## config.mk

```make
export PLATFORM = sky130hd
export DESIGN_NAME = drive_failsafe_supervisor_flat
export DESIGN_NICKNAME = d
export VERILOG_FILES = /design/src/rtl/dfs_pkg.sv /design/src/rtl/dfs_if.sv /design/src/rtl/dfs_cfg_regs.sv /design/src/rtl/dfs_core.sv /design/src/rtl/dfs_age_div.sv /design/src/rtl/drive_failsafe_supervisor.sv /design/src/flat_wrapper.sv
export SDC_FILE = /design/constraint.sdc
export NUM_CORES = 2
export LEC_CHECK = 0
export ABC_AREA = 1
export CELL_PAD_IN_SITES_DETAIL_PLACEMENT = 0
export CELL_PAD_IN_SITES_GLOBAL_PLACEMENT = 1
export CORE_MARGIN = 2
export CORE_UTILIZATION = 45
export CTS_BUF_LIST = sky130_fd_sc_hd__clkbuf_2
export DETAILED_ROUTE_END_ITERATION = 6
export DONT_BUFFER_PORTS = 1
export PLACE_DENSITY_LB_ADDON = 0.15
export SYNTH_ARGS = -nofsm -noshare
export SYNTH_HDL_FRONTEND = slang
export SYNTH_SLANG_ARGS = --single-unit
```

## constraint.sdc

```tcl
create_clock -name clk -period 16.2 [get_ports clk]
set_input_delay 2.43 -clock clk [delete_from_list [all_inputs] [get_ports clk]]
set_output_delay 2.43 -clock clk [all_outputs]
set_load 0.02 [all_outputs]
```

## src/rtl/dfs_pkg.sv

```systemverilog
// ----------------------------------------------------------------------------
// dfs_pkg
// Shared types, constants and helper functions of the drive failsafe
// supervisor: mode and stop codes, register indexes, fixed-point widths.
// ----------------------------------------------------------------------------
package dfs_pkg;

    localparam int IR_BITS_DEF   = 3;
    localparam int TIME_BITS_DEF = 48;

    // configuration port
    localparam int CFG_INDEX_W = 3;
    localparam int CFG_DATA_W  = 16;

    typedef enum logic [CFG_INDEX_W-1:0] {
        CFG_MAX_SPEED     = 3'd0,
        CFG_MAX_TURN_RATE = 3'd1,
        CFG_DECEL_STEP    = 3'd2,
        CFG_WATCHDOG_MS   = 3'd3,
        CFG_ZERO_BAND     = 3'd4
    } cfg_index_t;

    // field widths
    localparam int SPEED_LIM_W = 12;
    localparam int TURN_LIM_W  = 13;
    localparam int STEP_W      = 16;
    localparam int BAND_W      = 16;
    localparam int WDOG_W      = 16;
    localparam int LIMIT_US_W  = 26;
    localparam int REQ_W       = 16;
    localparam int CMD_W       = 24;
    localparam int FRAC_BITS   = 8;
    localparam int AGE_MS_W    = 16;
    localparam int FAULT_W     = 5;
    localparam int SLEW_STEP_W = STEP_W + 4;

    // reset values of the registers
    localparam logic [SPEED_LIM_W-1:0] MAX_SPEED_RST  = SPEED_LIM_W'(1000);
    localparam logic [TURN_LIM_W-1:0]  MAX_TURN_RST   = TURN_LIM_W'(2000);
    localparam logic [STEP_W-1:0]      DECEL_STEP_RST = STEP_W'(256);
    localparam logic [WDOG_W-1:0]      WATCHDOG_RST   = WDOG_W'(200);
    localparam logic [BAND_W-1:0]      ZERO_BAND_RST  = BAND_W'(256);

    localparam int US_PER_MS = 1000;
    localparam logic [LIMIT_US_W-1:0] LIMIT_US_RST =
        LIMIT_US_W'(200 * US_PER_MS);

    // age in ms: saturate above the 16 bit range, otherwise
    // (age >> 3) / 125 by reciprocal multiply
    localparam longint AGE_SAT_US    = (64'd1 << AGE_MS_W) * US_PER_MS;
    localparam int     DIV_PRE_SHIFT = 3;
    localparam int     DIV_ODD       = US_PER_MS / (1 << DIV_PRE_SHIFT);
    localparam int     DIV_SHIFT     = 30;
    localparam longint DIV_MULT      = ((64'd1 << DIV_SHIFT) + DIV_ODD - 1) / DIV_ODD;
    localparam int     DIV_MULT_W    = 24;
    localparam int     DIV_IN_HI     = LIMIT_US_W - 1;
    localparam int     DIV_IN_W      = LIMIT_US_W - DIV_PRE_SHIFT;
    localparam int     PROD_W        = DIV_IN_W + DIV_MULT_W;

    // fault bit positions
    localparam int FLT_ESTOP  = 0;
    localparam int FLT_RANGE  = 1;
    localparam int FLT_LINK   = 2;
    localparam int FLT_IR     = 3;
    localparam int FLT_BUSOFF = 4;

    typedef enum logic [1:0] {
        MODE_IDLE = 2'd0,
        MODE_RUN  = 2'd1,
        MODE_DEG  = 2'd2,
        MODE_SAFE = 2'd3
    } mode_t;

    typedef enum logic [1:0] {
        STOP_LINK   = 2'd0,
        STOP_IR     = 2'd1,
        STOP_BUSOFF = 2'd2
    } stop_code_t;

    typedef struct packed {
        logic [SPEED_LIM_W-1:0] max_speed;
        logic [TURN_LIM_W-1:0]  max_turn_rate;
        logic [STEP_W-1:0]      decel_step;
        logic [LIMIT_US_W-1:0]  limit_us;
        logic [BAND_W-1:0]      zero_band;
    } cfg_t;

    typedef struct packed {
        mode_t                    mode;
        logic [FAULT_W-1:0]       fault_flags;
        logic                     drive_enabled;
        logic signed [CMD_W-1:0]  speed_command;
        logic signed [CMD_W-1:0]  turn_command;
        logic                     stop_event;
        stop_code_t               stop_code;
        logic                     watchdog_miss;
    } result_t;

    function automatic logic [CMD_W:0] mag(input logic signed [CMD_W-1:0] v);
        logic signed [CMD_W:0] ext;
        ext = {v[CMD_W-1], v};
        return (ext < 0) ? $unsigned(-ext) : $unsigned(ext);
    endfunction

    // one slew step toward target, limited to +-step, then near-zero snap
    function automatic logic signed [CMD_W-1:0] slew(
        input logic signed [CMD_W-1:0]  val,
        input logic signed [CMD_W-1:0]  target,
        input logic [SLEW_STEP_W-1:0]   step,
        input logic [BAND_W-1:0]        band
    );
        logic signed [CMD_W:0]   lim;
        logic signed [CMD_W:0]   diff;
        logic signed [CMD_W:0]   nv;
        logic signed [CMD_W-1:0] res;
        lim  = $signed((CMD_W+1)'(step));
        diff = {target[CMD_W-1], target} - {val[CMD_W-1], val};
        if (diff > lim)
        begin
            diff = lim;
        end
        else if (diff < -lim)
        begin
            diff = -lim;
        end
        nv  = {val[CMD_W-1], val} + diff;
        res = nv[CMD_W-1:0];
        if (mag(res) < (CMD_W+1)'(band) && mag(target) < (CMD_W+1)'(band))
        begin
            res = '0;
        end
        return res;
    endfunction

endpackage

```

## src/rtl/dfs_if.sv

```systemverilog
// ----------------------------------------------------------------------------
// dfs_if
// Channel interfaces of the drive failsafe supervisor: tick items in,
// result items out, and the configuration write channel.
// ----------------------------------------------------------------------------
interface dfs_in_if #(
    parameter int IR_BITS   = dfs_pkg::IR_BITS_DEF,
    parameter int TIME_BITS = dfs_pkg::TIME_BITS_DEF
);
    logic                           valid;
    logic                           ready;
    logic                           setpoint_fresh;
    logic                           clear_request;
    logic                           estop_request;
    logic signed [dfs_pkg::REQ_W-1:0] speed_request;
    logic signed [dfs_pkg::REQ_W-1:0] turn_request;
    logic [TIME_BITS-1:0]           setpoint_rx_time;
    logic [TIME_BITS-1:0]           now_time;
    logic [IR_BITS-1:0]             ir_mask;
    logic                           bus_off;
    logic                           estop_line;

    modport source (
        output valid, setpoint_fresh, clear_request, estop_request, speed_request,
               turn_request, setpoint_rx_time, now_time, ir_mask, bus_off, estop_line,
        input  ready
    );
    modport sink (
        input  valid, setpoint_fresh, clear_request, estop_request, speed_request,
               turn_request, setpoint_rx_time, now_time, ir_mask, bus_off, estop_line,
        output ready
    );
endinterface

interface dfs_out_if;
    logic                              valid;
    logic                              ready;
    logic [1:0]                        mode;
    logic [dfs_pkg::FAULT_W-1:0]       fault_flags;
    logic                              drive_enabled;
    logic signed [dfs_pkg::CMD_W-1:0]  speed_command;
    logic signed [dfs_pkg::CMD_W-1:0]  turn_command;
    logic                              stop_event;
    logic [1:0]                        stop_code;
    logic [dfs_pkg::AGE_MS_W-1:0]      link_age_ms;
    logic                              watchdog_miss;

    modport source (
        output valid, mode, fault_flags, drive_enabled, speed_command, turn_command,
               stop_event, stop_code, link_age_ms, watchdog_miss,
        input  ready
    );
    modport sink (
        input  valid, mode, fault_flags, drive_enabled, speed_command, turn_command,
               stop_event, stop_code, link_age_ms, watchdog_miss,
        output ready
    );
endinterface

interface dfs_cfg_if;
    logic                              valid;
    logic                              ready;
    logic [dfs_pkg::CFG_INDEX_W-1:0]   index;
    logic [dfs_pkg::CFG_DATA_W-1:0]    data;

    modport source (output valid, index, data, input ready);
    modport sink (input valid, index, data, output ready);
endinterface

```

## src/rtl/dfs_cfg_regs.sv

```systemverilog
// ----------------------------------------------------------------------------
// dfs_cfg_regs
// Configuration register file; keeps the watchdog limit pre-scaled to us.
// ----------------------------------------------------------------------------
module dfs_cfg_regs (
    input  logic          clk,
    input  logic          rst_n,
    dfs_cfg_if.sink       cfg,
    output dfs_pkg::cfg_t cfg_regs
);
    import dfs_pkg::*;

    logic [SPEED_LIM_W-1:0] max_speed_reg;
    logic [TURN_LIM_W-1:0]  max_turn_rate_reg;
    logic [STEP_W-1:0]      decel_step_reg;
    logic [LIMIT_US_W-1:0]  limit_us_reg;
    logic [BAND_W-1:0]      zero_band_reg;

    assign cfg.ready = 1'b1;

    always_ff @(posedge clk or negedge rst_n)
    begin
        if (!rst_n)
        begin
            max_speed_reg     <= MAX_SPEED_RST;
            max_turn_rate_reg <= MAX_TURN_RST;
            decel_step_reg    <= DECEL_STEP_RST;
            limit_us_reg      <= LIMIT_US_RST;
            zero_band_reg     <= ZERO_BAND_RST;
        end
        else if (cfg.valid && cfg.ready)
        begin
            unique case (cfg_index_t'(cfg.index))
                CFG_MAX_SPEED:     max_speed_reg     <= cfg.data[SPEED_LIM_W-1:0];
                CFG_MAX_TURN_RATE: max_turn_rate_reg <= cfg.data[TURN_LIM_W-1:0];
                CFG_DECEL_STEP:    decel_step_reg    <= cfg.data[STEP_W-1:0];
                // watchdog limit held in microseconds
                CFG_WATCHDOG_MS:   limit_us_reg      <=
                    LIMIT_US_W'(32'(cfg.data[WDOG_W-1:0]) * US_PER_MS);
                CFG_ZERO_BAND:     zero_band_reg     <= cfg.data[BAND_W-1:0];
                default:           ;
            endcase
        end
    end

    always_comb
    begin
        cfg_regs.max_speed     = max_speed_reg;
        cfg_regs.max_turn_rate = max_turn_rate_reg;
        cfg_regs.decel_step    = decel_step_reg;
        cfg_regs.limit_us      = limit_us_reg;
        cfg_regs.zero_band     = zero_band_reg;
    end

endmodule

```

## src/rtl/dfs_core.sv

```systemverilog
// ----------------------------------------------------------------------------
// dfs_core
// Supervisor state and the per-tick update: setpoint clamp, IR block,
// watchdog, mode changes and speed/turn slew.
// ----------------------------------------------------------------------------
module dfs_core #(
    parameter int IR_BITS   = dfs_pkg::IR_BITS_DEF,
    parameter int TIME_BITS = dfs_pkg::TIME_BITS_DEF
) (
    input  logic                             clk,
    input  logic                             rst_n,
    input  dfs_pkg::cfg_t                    cfg_regs,
    input  logic                             step_en,
    input  logic                             setpoint_fresh,
    input  logic                             clear_request,
    input  logic                             estop_request,
    input  logic signed [dfs_pkg::REQ_W-1:0] speed_request,
    input  logic signed [dfs_pkg::REQ_W-1:0] turn_request,
    input  logic [TIME_BITS-1:0]             setpoint_rx_time,
    input  logic [TIME_BITS-1:0]             now_time,
    input  logic [IR_BITS-1:0]               ir_mask,
    input  logic                             bus_off,
    input  logic                             estop_line,
    output dfs_pkg::result_t                 res,
    output logic [TIME_BITS-1:0]             age_us
);
    import dfs_pkg::*;

    localparam logic [IR_BITS-1:0] IR_CENTER_MASK = IR_BITS'(2);

    typedef struct packed {
        logic                    hit;
        logic signed [REQ_W-1:0] value;
    } clamp_t;

    function automatic clamp_t clamp_req(
        input logic signed [REQ_W-1:0] v,
        input logic [TURN_LIM_W-1:0]   lim
    );
        logic signed [REQ_W:0] v_ext;
        logic signed [REQ_W:0] l_ext;
        clamp_t                r;
        v_ext   = {v[REQ_W-1], v};
        l_ext   = $signed((REQ_W+1)'(lim));
        r.hit   = 1'b1;
        r.value = v;
        if (v_ext > l_ext)
        begin
            r.value = l_ext[REQ_W-1:0];
        end
        else if (v_ext < -l_ext)
        begin
            r.value = REQ_W'(-l_ext);
        end
        else
        begin
            r.hit = 1'b0;
        end
        return r;
    endfunction

    mode_t                   mode_reg, mode_next;
    logic [FAULT_W-1:0]      fault_reg, fault_next;
    logic                    bridge_reg, bridge_next;
    logic signed [CMD_W-1:0] speed_ramp_reg, speed_ramp_next;
    logic signed [CMD_W-1:0] turn_ramp_reg, turn_ramp_next;
    logic signed [REQ_W-1:0] speed_tgt_reg, speed_tgt_next;
    logic signed [REQ_W-1:0] turn_tgt_reg, turn_tgt_next;
    logic [TIME_BITS-1:0]    last_rx_reg, last_rx_next;

    clamp_t                  clamp_v, clamp_w;
    logic [TIME_BITS-1:0]    limit_ext;
    logic [TIME_BITS-1:0]    age;
    logic signed [CMD_W-1:0] tgt_v, tgt_w;
    logic [SLEW_STEP_W-1:0]  step_v, step_w;
    logic                    miss, stop_ev;
    stop_code_t              code;

    always_comb
    begin
        mode_next       = mode_reg;
        fault_next      = fault_reg;
        bridge_next     = bridge_reg;
        speed_ramp_next = speed_ramp_reg;
        turn_ramp_next  = turn_ramp_reg;
        speed_tgt_next  = speed_tgt_reg;
        turn_tgt_next   = turn_tgt_reg;
        last_rx_next    = last_rx_reg;
        miss            = 1'b0;
        stop_ev         = 1'b0;
        code            = STOP_LINK;
        clamp_v = clamp_req(speed_request, TURN_LIM_W'(cfg_regs.max_speed));
        clamp_w = clamp_req(turn_request, cfg_regs.max_turn_rate);
        limit_ext = TIME_BITS'(cfg_regs.limit_us);

        if (setpoint_fresh)
        begin
            last_rx_next = setpoint_rx_time;
            if (clear_request && mode_next == MODE_SAFE && ir_mask == '0 && !bus_off)
            begin
                fault_next      = '0;
                speed_ramp_next = '0;
                turn_ramp_next  = '0;
                mode_next       = MODE_IDLE;
            end
            if (estop_request)
            begin
                fault_next[FLT_ESTOP] = 1'b1;
                speed_tgt_next        = '0;
                turn_tgt_next         = '0;
            end
            else
            begin
                fault_next[FLT_ESTOP] = 1'b0;
                speed_tgt_next        = clamp_v.value;
                turn_tgt_next         = clamp_w.value;
                fault_next[FLT_RANGE] = clamp_v.hit | clamp_w.hit;
            end
            fault_next[FLT_LINK] = 1'b0;
            if (mode_next == MODE_IDLE || mode_next == MODE_DEG)
            begin
                mode_next   = MODE_RUN;
                bridge_next = 1'b1;
            end
        end

        // obstacle: no forward motion, center sensor degrades a running drive
        if (ir_mask != '0)
        begin
            fault_next[FLT_IR] = 1'b1;
            if (speed_tgt_next > 0)
            begin
                speed_tgt_next = '0;
            end
            if ((ir_mask & IR_CENTER_MASK) != '0 && mode_next == MODE_RUN)
            begin
                mode_next = MODE_DEG;
            end
        end
        else
        begin
            fault_next[FLT_IR] = 1'b0;
        end

        // zero stamp means never received
        if (last_rx_next == '0)
        begin
            age = limit_ext + TIME_BITS'(1);
        end
        else if (now_time >= last_rx_next)
        begin
            age = now_time - last_rx_next;
        end
        else
        begin
            age = '0;
        end

        if ((mode_next == MODE_RUN || mode_next == MODE_DEG) && age > limit_ext)
        begin
            miss                 = (mode_next == MODE_RUN);
            fault_next[FLT_LINK] = 1'b1;
            mode_next            = MODE_DEG;
        end

        if (bus_off)
        begin
            fault_next[FLT_BUSOFF] = 1'b1;
            if (mode_next == MODE_RUN)
            begin
                mode_next = MODE_DEG;
            end
        end
        if (estop_line)
        begin
            fault_next[FLT_ESTOP] = 1'b1;
            if (mode_next == MODE_RUN)
            begin
                mode_next = MODE_DEG;
            end
        end

        tgt_v = '0;
        tgt_w = '0;
        case (mode_next)
            MODE_RUN:
            begin
                tgt_v  = {speed_tgt_next, {FRAC_BITS{1'b0}}};
                tgt_w  = {turn_tgt_next, {FRAC_BITS{1'b0}}};
                step_v = SLEW_STEP_W'({cfg_regs.decel_step, 1'b0});
            end
            MODE_DEG:
            begin
                step_v = SLEW_STEP_W'(cfg_regs.decel_step);
            end
            default:
            begin
                step_v = SLEW_STEP_W'({cfg_regs.decel_step, 2'b00});
            end
        endcase
        // turn slews four times faster
        step_w = {step_v[SLEW_STEP_W-3:0], 2'b00};

        speed_ramp_next = slew(speed_ramp_next, tgt_v, step_v, cfg_regs.zero_band);
        turn_ramp_next  = slew(turn_ramp_next, tgt_w, step_w, cfg_regs.zero_band);

        // degraded ramp has reached zero: latch safe stop
        if (mode_next == MODE_DEG &&
            mag(speed_ramp_next) < (CMD_W+1)'(cfg_regs.zero_band) &&
            mag(turn_ramp_next) < (CMD_W+1)'(cfg_regs.zero_band))
        begin
            speed_ramp_next = '0;
            turn_ramp_next  = '0;
            if (fault_next[FLT_LINK])
            begin
                code = STOP_LINK;
            end
            else if (fault_next[FLT_IR])
            begin
                code = STOP_IR;
            end
            else
            begin
                code = STOP_BUSOFF;
            end
            mode_next   = MODE_SAFE;
            bridge_next = 1'b0;
            stop_ev     = 1'b1;
        end

        res.mode          = mode_next;
        res.fault_flags   = fault_next;
        res.drive_enabled = bridge_next;
        res.speed_command = speed_ramp_next;
        res.turn_command  = turn_ramp_next;
        res.stop_event    = stop_ev;
        res.stop_code     = code;
        res.watchdog_miss = miss;
        age_us            = age;
    end

    always_ff @(posedge clk or negedge rst_n)
    begin
        if (!rst_n)
        begin
            mode_reg       <= MODE_IDLE;
            fault_reg      <= '0;
            bridge_reg     <= 1'b0;
            speed_ramp_reg <= '0;
            turn_ramp_reg  <= '0;
            speed_tgt_reg  <= '0;
            turn_tgt_reg   <= '0;
            last_rx_reg    <= '0;
        end
        else if (step_en)
        begin
            mode_reg       <= mode_next;
            fault_reg      <= fault_next;
            bridge_reg     <= bridge_next;
            speed_ramp_reg <= speed_ramp_next;
            turn_ramp_reg  <= turn_ramp_next;
            speed_tgt_reg  <= speed_tgt_next;
            turn_tgt_reg   <= turn_tgt_next;
            last_rx_reg    <= last_rx_next;
        end
    end

endmodule

```

## src/rtl/dfs_age_div.sv

```systemverilog
// ----------------------------------------------------------------------------
// dfs_age_div
// Link age from microseconds to saturated milliseconds: reciprocal
// multiply registered, then shift and saturate select.
// ----------------------------------------------------------------------------
module dfs_age_div #(
    parameter int TIME_BITS = dfs_pkg::TIME_BITS_DEF
) (
    input  logic                            clk,
    input  logic                            load_en,
    input  logic [TIME_BITS-1:0]            age_us,
    output logic [dfs_pkg::AGE_MS_W-1:0]    age_ms
);
    import dfs_pkg::*;

    logic              sat_reg, sat_next;
    logic [PROD_W-1:0] prod_reg, prod_next;

    // below the saturation point the age fits LIMIT_US_W bits
    always_comb
    begin
        sat_next  = (age_us >= TIME_BITS'(AGE_SAT_US));
        prod_next = PROD_W'(age_us[DIV_IN_HI:DIV_PRE_SHIFT]) * PROD_W'(DIV_MULT);
    end

    always_ff @(posedge clk)
    begin
        if (load_en)
        begin
            sat_reg  <= sat_next;
            prod_reg <= prod_next;
        end
    end

    assign age_ms = sat_reg ? {AGE_MS_W{1'b1}} : prod_reg[DIV_SHIFT +: AGE_MS_W];

endmodule

```

## src/rtl/drive_failsafe_supervisor.sv

```systemverilog
// ----------------------------------------------------------------------------
// drive_failsafe_supervisor
// Failsafe mode supervisor for a differential drive: one control tick in,
// one ramped command with mode, faults and stop report out.
// ----------------------------------------------------------------------------
// item_in carries one control tick (setpoint, flags, IR mask, bus-off and
// estop lines, timestamps); result_out carries one result item per tick.
// cfg writes the five limit registers by index; it is always ready and
// should only be written while no tick is in flight.
// Items pass an input register, the state update stage, the age multiply
// stage and the output register; one item is accepted per cycle while the
// receiver takes results. The supervisor state is updated as an item leaves
// the input register, which is what sets the one-item-per-cycle rate.
// Each stage holds its item while the next one is full, so a stalled
// receiver fills the pipeline stage by stage before item_in.ready drops;
// results are never dropped or repeated.
// Reset clears the mode to idle, all faults, ramps, targets and the last
// receive time, and loads the register defaults.
// ----------------------------------------------------------------------------
module drive_failsafe_supervisor #(
    parameter int IR_BITS   = dfs_pkg::IR_BITS_DEF,
    parameter int TIME_BITS = dfs_pkg::TIME_BITS_DEF
) (
    input  logic       clk,
    input  logic       rst_n,
    dfs_in_if.sink     item_in,
    dfs_out_if.source  result_out,
    dfs_cfg_if.sink    cfg
);
    import dfs_pkg::*;

    cfg_t cfg_regs;

    // input register
    logic                    s0_valid_reg;
    logic                    fresh_reg, clear_reg, estop_req_reg;
    logic signed [REQ_W-1:0] speed_req_reg, turn_req_reg;
    logic [TIME_BITS-1:0]    rx_time_reg, now_time_reg;
    logic [IR_BITS-1:0]      ir_mask_reg;
    logic                    bus_off_reg, estop_line_reg;

    logic                    s1_valid_reg, s2_valid_reg, s3_valid_reg;
    result_t                 s1_res_reg, s2_res_reg, s3_res_reg;
    logic [TIME_BITS-1:0]    s1_age_reg;
    logic [AGE_MS_W-1:0]     s3_age_ms_reg;

    logic                    ready0, ready1, ready2, ready3;
    result_t                 core_res;
    logic [TIME_BITS-1:0]    core_age;
    logic [AGE_MS_W-1:0]     div_age_ms;

    assign ready3 = !s3_valid_reg || result_out.ready;
    assign ready2 = !s2_valid_reg || ready3;
    assign ready1 = !s1_valid_reg || ready2;
    assign ready0 = !s0_valid_reg || ready1;

    assign item_in.ready = ready0;

    dfs_cfg_regs u_cfg_regs (
        .clk      (clk),
        .rst_n    (rst_n),
        .cfg      (cfg),
        .cfg_regs (cfg_regs)
    );

    dfs_core #(
        .IR_BITS   (IR_BITS),
        .TIME_BITS (TIME_BITS)
    ) u_core (
        .clk              (clk),
        .rst_n            (rst_n),
        .cfg_regs         (cfg_regs),
        .step_en          (s0_valid_reg && ready1),
        .setpoint_fresh   (fresh_reg),
        .clear_request    (clear_reg),
        .estop_request    (estop_req_reg),
        .speed_request    (speed_req_reg),
        .turn_request     (turn_req_reg),
        .setpoint_rx_time (rx_time_reg),
        .now_time         (now_time_reg),
        .ir_mask          (ir_mask_reg),
        .bus_off          (bus_off_reg),
        .estop_line       (estop_line_reg),
        .res              (core_res),
        .age_us           (core_age)
    );

    dfs_age_div #(
        .TIME_BITS (TIME_BITS)
    ) u_age_div (
        .clk     (clk),
        .load_en (s1_valid_reg && ready2),
        .age_us  (s1_age_reg),
        .age_ms  (div_age_ms)
    );

    always_ff @(posedge clk or negedge rst_n)
    begin
        if (!rst_n)
        begin
            s0_valid_reg <= 1'b0;
            s1_valid_reg <= 1'b0;
            s2_valid_reg <= 1'b0;
            s3_valid_reg <= 1'b0;
        end
        else
        begin
            if (ready0)
            begin
                s0_valid_reg <= item_in.valid;
            end
            if (ready1)
            begin
                s1_valid_reg <= s0_valid_reg;
            end
            if (ready2)
            begin
                s2_valid_reg <= s1_valid_reg;
            end
            if (ready3)
            begin
                s3_valid_reg <= s2_valid_reg;
            end
        end
    end

    always_ff @(posedge clk)
    begin
        if (ready0 && item_in.valid)
        begin
            fresh_reg      <= item_in.setpoint_fresh;
            clear_reg      <= item_in.clear_request;
            estop_req_reg  <= item_in.estop_request;
            speed_req_reg  <= item_in.speed_request;
            turn_req_reg   <= item_in.turn_request;
            rx_time_reg    <= item_in.setpoint_rx_time;
            now_time_reg   <= item_in.now_time;
            ir_mask_reg    <= item_in.ir_mask;
            bus_off_reg    <= item_in.bus_off;
            estop_line_reg <= item_in.estop_line;
        end
        if (ready1 && s0_valid_reg)
        begin
            s1_res_reg <= core_res;
            s1_age_reg <= core_age;
        end
        if (ready2 && s1_valid_reg)
        begin
            s2_res_reg <= s1_res_reg;
        end
        if (ready3 && s2_valid_reg)
        begin
            s3_res_reg    <= s2_res_reg;
            s3_age_ms_reg <= div_age_ms;
        end
    end

    assign result_out.valid         = s3_valid_reg;
    assign result_out.mode          = s3_res_reg.mode;
    assign result_out.fault_flags   = s3_res_reg.fault_flags;
    assign result_out.drive_enabled = s3_res_reg.drive_enabled;
    assign result_out.speed_command = s3_res_reg.speed_command;
    assign result_out.turn_command  = s3_res_reg.turn_command;
    assign result_out.stop_event    = s3_res_reg.stop_event;
    assign result_out.stop_code     = s3_res_reg.stop_code;
    assign result_out.link_age_ms   = s3_age_ms_reg;
    assign result_out.watchdog_miss = s3_res_reg.watchdog_miss;

endmodule

```

## src/flat_wrapper.sv

```systemverilog
// flat-port wrapper written by rule: the top's interface ports become plain ports
module drive_failsafe_supervisor_flat import dfs_pkg::*;
#(
    parameter int IR_BITS   = dfs_pkg::IR_BITS_DEF,
    parameter int TIME_BITS = dfs_pkg::TIME_BITS_DEF
)
  (clk, rst_n, item_in_valid, item_in_setpoint_fresh, item_in_clear_request, item_in_estop_request, item_in_speed_request, item_in_turn_request, item_in_setpoint_rx_time, item_in_now_time, item_in_ir_mask, item_in_bus_off, item_in_estop_line, item_in_ready, result_out_valid, result_out_mode, result_out_fault_flags, result_out_drive_enabled, result_out_speed_command, result_out_turn_command, result_out_stop_event, result_out_stop_code, result_out_link_age_ms, result_out_watchdog_miss, result_out_ready, cfg_valid, cfg_index, cfg_data, cfg_ready);
  dfs_in_if #(.IR_BITS(IR_BITS), .TIME_BITS(TIME_BITS)) item_in_i ();
  dfs_out_if result_out_i ();
  dfs_cfg_if cfg_i ();
  input  logic clk;
  input  logic rst_n;
  input wire logic [$bits(item_in_i.valid)-1:0] item_in_valid;
  input wire logic [$bits(item_in_i.setpoint_fresh)-1:0] item_in_setpoint_fresh;
  input wire logic [$bits(item_in_i.clear_request)-1:0] item_in_clear_request;
  input wire logic [$bits(item_in_i.estop_request)-1:0] item_in_estop_request;
  input wire logic [$bits(item_in_i.speed_request)-1:0] item_in_speed_request;
  input wire logic [$bits(item_in_i.turn_request)-1:0] item_in_turn_request;
  input wire logic [$bits(item_in_i.setpoint_rx_time)-1:0] item_in_setpoint_rx_time;
  input wire logic [$bits(item_in_i.now_time)-1:0] item_in_now_time;
  input wire logic [$bits(item_in_i.ir_mask)-1:0] item_in_ir_mask;
  input wire logic [$bits(item_in_i.bus_off)-1:0] item_in_bus_off;
  input wire logic [$bits(item_in_i.estop_line)-1:0] item_in_estop_line;
  output wire logic [$bits(item_in_i.ready)-1:0] item_in_ready;
  output wire logic [$bits(result_out_i.valid)-1:0] result_out_valid;
  output wire logic [$bits(result_out_i.mode)-1:0] result_out_mode;
  output wire logic [$bits(result_out_i.fault_flags)-1:0] result_out_fault_flags;
  output wire logic [$bits(result_out_i.drive_enabled)-1:0] result_out_drive_enabled;
  output wire logic [$bits(result_out_i.speed_command)-1:0] result_out_speed_command;
  output wire logic [$bits(result_out_i.turn_command)-1:0] result_out_turn_command;
  output wire logic [$bits(result_out_i.stop_event)-1:0] result_out_stop_event;
  output wire logic [$bits(result_out_i.stop_code)-1:0] result_out_stop_code;
  output wire logic [$bits(result_out_i.link_age_ms)-1:0] result_out_link_age_ms;
  output wire logic [$bits(result_out_i.watchdog_miss)-1:0] result_out_watchdog_miss;
  input wire logic [$bits(result_out_i.ready)-1:0] result_out_ready;
  input wire logic [$bits(cfg_i.valid)-1:0] cfg_valid;
  input wire logic [$bits(cfg_i.index)-1:0] cfg_index;
  input wire logic [$bits(cfg_i.data)-1:0] cfg_data;
  output wire logic [$bits(cfg_i.ready)-1:0] cfg_ready;
  assign item_in_i.valid = item_in_valid;
  assign item_in_i.setpoint_fresh = item_in_setpoint_fresh;
  assign item_in_i.clear_request = item_in_clear_request;
  assign item_in_i.estop_request = item_in_estop_request;
  assign item_in_i.speed_request = item_in_speed_request;
  assign item_in_i.turn_request = item_in_turn_request;
  assign item_in_i.setpoint_rx_time = item_in_setpoint_rx_time;
  assign item_in_i.now_time = item_in_now_time;
  assign item_in_i.ir_mask = item_in_ir_mask;
  assign item_in_i.bus_off = item_in_bus_off;
  assign item_in_i.estop_line = item_in_estop_line;
  assign item_in_ready = item_in_i.ready;
  assign result_out_valid = result_out_i.valid;
  assign result_out_mode = result_out_i.mode;
  assign result_out_fault_flags = result_out_i.fault_flags;
  assign result_out_drive_enabled = result_out_i.drive_enabled;
  assign result_out_speed_command = result_out_i.speed_command;
  assign result_out_turn_command = result_out_i.turn_command;
  assign result_out_stop_event = result_out_i.stop_event;
  assign result_out_stop_code = result_out_i.stop_code;
  assign result_out_link_age_ms = result_out_i.link_age_ms;
  assign result_out_watchdog_miss = result_out_i.watchdog_miss;
  assign result_out_i.ready = result_out_ready;
  assign cfg_i.valid = cfg_valid;
  assign cfg_i.index = cfg_index;
  assign cfg_i.data = cfg_data;
  assign cfg_ready = cfg_i.ready;
  drive_failsafe_supervisor #(.IR_BITS(IR_BITS), .TIME_BITS(TIME_BITS)) u_core (.clk(clk), .rst_n(rst_n), .item_in(item_in_i), .result_out(result_out_i), .cfg(cfg_i));
endmodule
```

* Word-level counts from Yosys, hierarchy flattened
Cells that the tools add are included.
** Word-level totals
- Input bits :: 160
- Bits in registers :: 647
** Operators by class
- Equality and inequality tests :: 13
- Reductions and logical operators :: 35
- $add $sub $neg :: 16
- $mul :: 2
- Magnitude comparators :: 24
- Mux-type cells :: 63
- Bitwise gates (word level) :: 2
** Operators by type and width (count)
- two-way mux 24 bit :: 14
- two-way mux 16 bit :: 10
- less-than comparator 25 x 16 -> 1 bit :: 6
- two-way mux 25 bit :: 6
- negation 24 -> 25 bit :: 6
- less-than comparator 24 x 1 -> 1 bit, second input constant :: 6
- two-way mux 48 bit :: 3
- less-than comparator 25 bit :: 2
- subtractor 24 x 24 -> 25 bit :: 2
- adder 24 bit :: 2
- greater-or-equal comparator 48 x 26 -> 1 bit, second input constant :: 1
- greater-or-equal comparator 48 bit :: 1
- > comparator 48 x 26 -> 1 bit :: 1
- zero test 48 bit :: 1
- subtractor 48 bit :: 1
- multiplier 23 x 24 -> 46 bit, second input constant :: 1
- one-hot mux 18 bit (2 select lines) :: 1
- less-than comparator 16 x 17 -> 1 bit :: 2
- adder 26 x 1 -> 27 bit, second input constant :: 1
- two-way mux 2 bit :: 13
- > comparator 25 x 19 -> 1 bit :: 1
- > comparator 25 x 21 -> 1 bit :: 1
- negation 18 -> 25 bit :: 1
- negation 20 -> 25 bit :: 1
- other kinds (23) :: 71

* Longest topological paths before layout
- Depth after elaboration :: 43
- Gate-level depth with buffers :: 147
- Depth with buffers taken out :: 138

* By module
Synthesis repeated with hierarchy kept, for this count alone.
** Second synthesis, totals
- Cell total of the unflattened synthesis :: 6981
- Area total of the unflattened synthesis :: 55299.3 µm²
** By module, submodules not included
- dfs_core :: area each 27562.7 µm², sequential area each 3378.2 µm², instances 1, cells an instance 4649
- drive_failsafe_supervisor :: area each 11594.9 µm², sequential area each 11511.0 µm², instances 1, cells an instance 404
- dfs_age_div :: area each 10266.1 µm², sequential area each 510.5 µm², instances 1, cells an instance 1258
- dfs_cfg_regs :: area each 5875.6 µm², sequential area each 2026.9 µm², instances 1, cells an instance 670

* Worst setup path before layout
OpenSTA, ideal clock, no wires.
- Path kind :: reg-to-reg
- Start :: register u_core.fresh_reg
- End :: register u_core.s1_res_reg[47] (netlist bit), data pin
- Data required time :: 15.951 ns
- Arrival :: 17.705 ns
- Slack :: -1.753 ns
- Path buffers :: 13
- Cell stages (with the launch flop) :: 142
- Path through :: edfxtp_1 -> clkbuf_1 -> buf_1 -> mux2i_1 -> ha_1 -> a21oi_1 -> o21ai_0 -> nand2_1 -> nand2_1 -> a21oi_1 -> o21ai_0 -> a21boi_0 -> inv_1 -> a21oi_1 -> inv_1 -> nand2_1 -> nand2_1 -> o21ai_0 -> [106 not listed] -> inv_1 -> a21oi_1 -> a31oi_1 -> ha_1 -> nand2_1 -> nor2_1 -> a2111oi_0 -> nand2_1 -> nand2_1 -> nand2_1 -> nand2_1 -> nand2_1 -> a21oi_1 -> nand3_2 -> buf_6 -> buf_6 -> nand2_1 -> inv_2
** RTL lines
- start, declared :: RTL line drive_failsafe_supervisor.sv:36 : logic fresh_reg, clear_reg, estop_req_reg;
- start signal, assigned :: RTL line drive_failsafe_supervisor.sv:131 : fresh_reg <= item_in.setpoint_fresh;
- end signal, assigned :: RTL line drive_failsafe_supervisor.sv:144 : s1_res_reg <= core_res;
- end, declared :: RTL line drive_failsafe_supervisor.sv:43 : result_t s1_res_reg, s2_res_reg, s3_res_reg;

==> flow_summary.json <==
{
  "status": "finished, violations left",
  "violations": "setup timing",
  "layout-area-overhead-vs-synth_pct": 27.3,
  "grt_first_pass_wirelength_mm": 264,
  "hold_end": "u_core.s2_res_reg[12]",
  "max_slew.worst_pin.slew_ns": 1.20,
  "worstSetupEndpointType": "flip-flop",
  "grt_setup_unrepaired": "yes",
  "cts_tree": "done",
  "timing.final.ws_setup_ns": -0.517,
  "crit_start": "u_core.fresh_reg",
  "period_share_pct": 103,
  "syn-cell-area_mm2": 0.0527,
  "synth-seq-cells": 616,
  "min-delay-path-class": "flip-flop to flip-flop",
  "final-hold-violation-count": 0,
  "grt_start_max_net_pins": 220,
  "max-slew-margin-rel_pct": 19.8,
  "avgRoutedWirePerCell_um": 18.7,
  "clk_pin_slew_ns": 0.11,
  "unique_cell_type_count_in_the_yosys_netlist": 64,
  "cpPeakStageDelay_ns": 0.44,
  "highest_count_cells_in_the_layout_ignoring_fill_and_taps": "1,342 x sky130_fd_sc_hd__nand2_1, 1,121 x sky130_fd_sc_hd__buf_4, 985 x sky130_fd_sc_hd__inv_1",
  "first_global_vias": 46500,
  "layout_min_cycle_time_ns": 16.72,
  "dr_pass1_iterations": 6,
  "holdCritStartpoint": "u_core.s1_res_reg[12]",
  "required_ns": 17.48,
  "worst_setup_path_start_kind": "flip-flop",
  "gpl.final_weighted_congestion": 0.959,
  "fillerInstances": 10800,
  "cts_inserted_buffers": 162,
  "layout_commonest_cell": "sky130_fd_sc_hd__nand2_1",
  "yosysWarnings": 0,
  "r2r_slack_ns": -0.52,
  "synth-edff-count": 397,
  "num_io_pins": 239,
  "critical_path.reg2reg.endpoint": "u_core.s1_res_reg[48]",
  "post_synth_inst_count": 6370,
  "final_cells": 9244,
  "critical-path-slowest-cell": "sky130_fd_sc_hd__edfxtp_1",
  "viasPerCell": 5.11,
  "routed-via-count": 47300,
  "clk-insertion-delay-late_ns": 1.69,
  "dp_hpwl_mm": 138,
  "timing.clock.skew_ns": 0.186,
  "worst_r2r_path_depth": 135,
  "die_height_um": 346,
  "fmax_ghz": 0.0598,
  "tns_ns": -44.39,
  "dominantRegCellSynth": "sky130_fd_sc_hd__edfxtp_1",
  "holdPathStages": 0,
  "initial_utilization_pct": 45.4,
  "average_instance_area_after_synthesis_um2": 8.27,
  "post_route_cells_drive_above_1_share_pct": 25.1,
  "critical_register_to_register_path_startpoint": "u_core.fresh_reg",
  "fin_hold_ws_ns": 0.393,
  "final-max-slew-violation-count": 0,
  "clockRootBuffer": "sky130_fd_sc_hd__clkbuf_2",
  "ant_nets": 0,
  "drc": 0,
  "yosysSeqAreaShare_pct": 33.1,
  "crit_fanout": 16,
  "cts_hold_buffers": 0,
  "dp.cells": 8779,
  "cts.path.max_buffers": 3,
  "detail_route.iter0.violations": 3404,
  "placement.io_buffers": 0,
  "cp_data_arrival_time_ns": 17.99,
  "grt_usage_pct": 28.5,
  "postSynth.asyncResetShare_pct": 35.6,
  "grt_antenna_before_repair": 10,
  "syn-num-nets": 7418,
  "critPathKind": "flip-flop to flip-flop",
  "global_route.overflow_total": 0,
  "die_area_mm2": 0.120,
  "dp_worst_setup_slack_ns": -1.19,
  "final_net_count": 8619,
  "cts_htree_levels": 4,
  "placeableCoreArea_mm2": 0.116,
  "die_x_um": 346,
  "wl_mm": 173,
  "num_rows": 125,
  "cpMostUsedCell": "sky130_fd_sc_hd__buf_4",
  "maxCapViolations": 0,
  "setup_viol": 105,
  "cts.sink_count": 616
}
## per-layer routing
metal	share of wire [%]	wire length [um]	vias to the layer above	track usage, %
met3	6.3	11000	234	4.74
met2	43	75100	1302	43.5
met1	48	82800	22100	41.5
met4	2.5	4410	2	7.91
met5	0.0075	13	-	0
li1	-	-	23600	-
## what timing repair did
| action | in CTS | in global routing |
|---|---|---|
| cloned | 6 | 11 |
| buffers inserted | 88 | 48 |
| endpoints found under the setup margin | 105 | 105 |
| pin swaps | 58 | 167 |
| resized for setup | 130 | 370 |
## cells by family after synthesis
| family | synth area share, % |
|---|---|
| fa+ha+maj | 24.1 |
| buf+inv | 8.71 |
| other cells | 0.00712 |
| simple gates | 19.7 |
| compound gates | 10.3 |
| mux | 0.874 |
| flops | 33.1 |
| xor+xnor | 3.21 |
## worst max path at each step
| stage | cells past startpoint | end |
|---|---|---|
| finish | 135 | u_core.s1_res_reg[48] |
| global route | 139 | u_core.s1_res_reg[41] |
| CTS | 141 | u_core.s1_res_reg[28] |
| detailed placement | 134 | u_core.u_core.turn_ramp_reg[1] |
| global placement | 117 | u_core.s1_res_reg[52] |
| floorplan | 142 | u_core.s1_res_reg[47] |
## cell usage after synthesis (15+ instances only)
master | count | area, um^2
sky130_fd_sc_hd__nand3_1 | 305 | 1530
sky130_fd_sc_hd__dfrtp_1 | 199 | 4980
sky130_fd_sc_hd__nand2_1 | 1424 | 5350
sky130_fd_sc_hd__nor3_1 | 51 | 255
sky130_fd_sc_hd__inv_1 | 1009 | 3790
sky130_fd_sc_hd__o21bai_1 | 15 | 113
sky130_fd_sc_hd__nand4_1 | 86 | 538
sky130_fd_sc_hd__o211ai_1 | 50 | 375
sky130_fd_sc_hd__nor4_1 | 33 | 206
sky130_fd_sc_hd__a21oi_1 | 319 | 1600
sky130_fd_sc_hd__edfxtp_1 | 397 | 11900
sky130_fd_sc_hd__o21ai_1 | 27 | 135
sky130_fd_sc_hd__inv_2 | 42 | 158
sky130_fd_sc_hd__o21ai_0 | 367 | 1840
sky130_fd_sc_hd__fa_1 | 212 | 4240
sky130_fd_sc_hd__xnor2_1 | 50 | 438
sky130_fd_sc_hd__nor2_1 | 482 | 1810
sky130_fd_sc_hd__dfstp_2 | 20 | 526
sky130_fd_sc_hd__xor2_1 | 143 | 1250
sky130_fd_sc_hd__a21o_1 | 24 | 180
sky130_fd_sc_hd__ha_1 | 676 | 8460
sky130_fd_sc_hd__o22ai_1 | 27 | 169
sky130_fd_sc_hd__or2_2 | 29 | 181
sky130_fd_sc_hd__a31oi_1 | 52 | 325
sky130_fd_sc_hd__a211oi_1 | 16 | 120
sky130_fd_sc_hd__mux2i_1 | 46 | 460
sky130_fd_sc_hd__clkbuf_1 | 88 | 330
sky130_fd_sc_hd__nand3b_1 | 18 | 135
## per-stage QoR
stage | utilization, % | cell area, um^2
finish | 57.7 | 67100
global route | 57.7 | 67100
CTS | 55.8 | 64900
detailed placement | 53.3 | 61900
global placement | 53.3 | 61900
floorplan | - | 52900
## area by class of cell
cell class,instances,area (um^2),area share [%]
antenna,14,35.0,0.0522
clock buffer,229,1150,1.71
clock inverter,70,556,0.828
inverter,1056,4000,5.96
multi-input combinational,4570,32800,48.8
sequential,616,17400,26.0
tap,1524,1910,2.84
timing repair buffer,1165,9260,13.8
## worst max-delay path, delay by kind of cell (launching register included)
kind,cells,cell delay (ns)
adder cells (fa/ha/maj),6,1.39
AO/OA/AOI/OAI,12,1.76
AND/OR/NAND/NOR,53,5.34
flip-flops,1,0.44
buffers and inverters,64,7.44
Power is not shown: default switching activity piles up to over one toggle a cycle in this logic, so the estimate is an artifact.
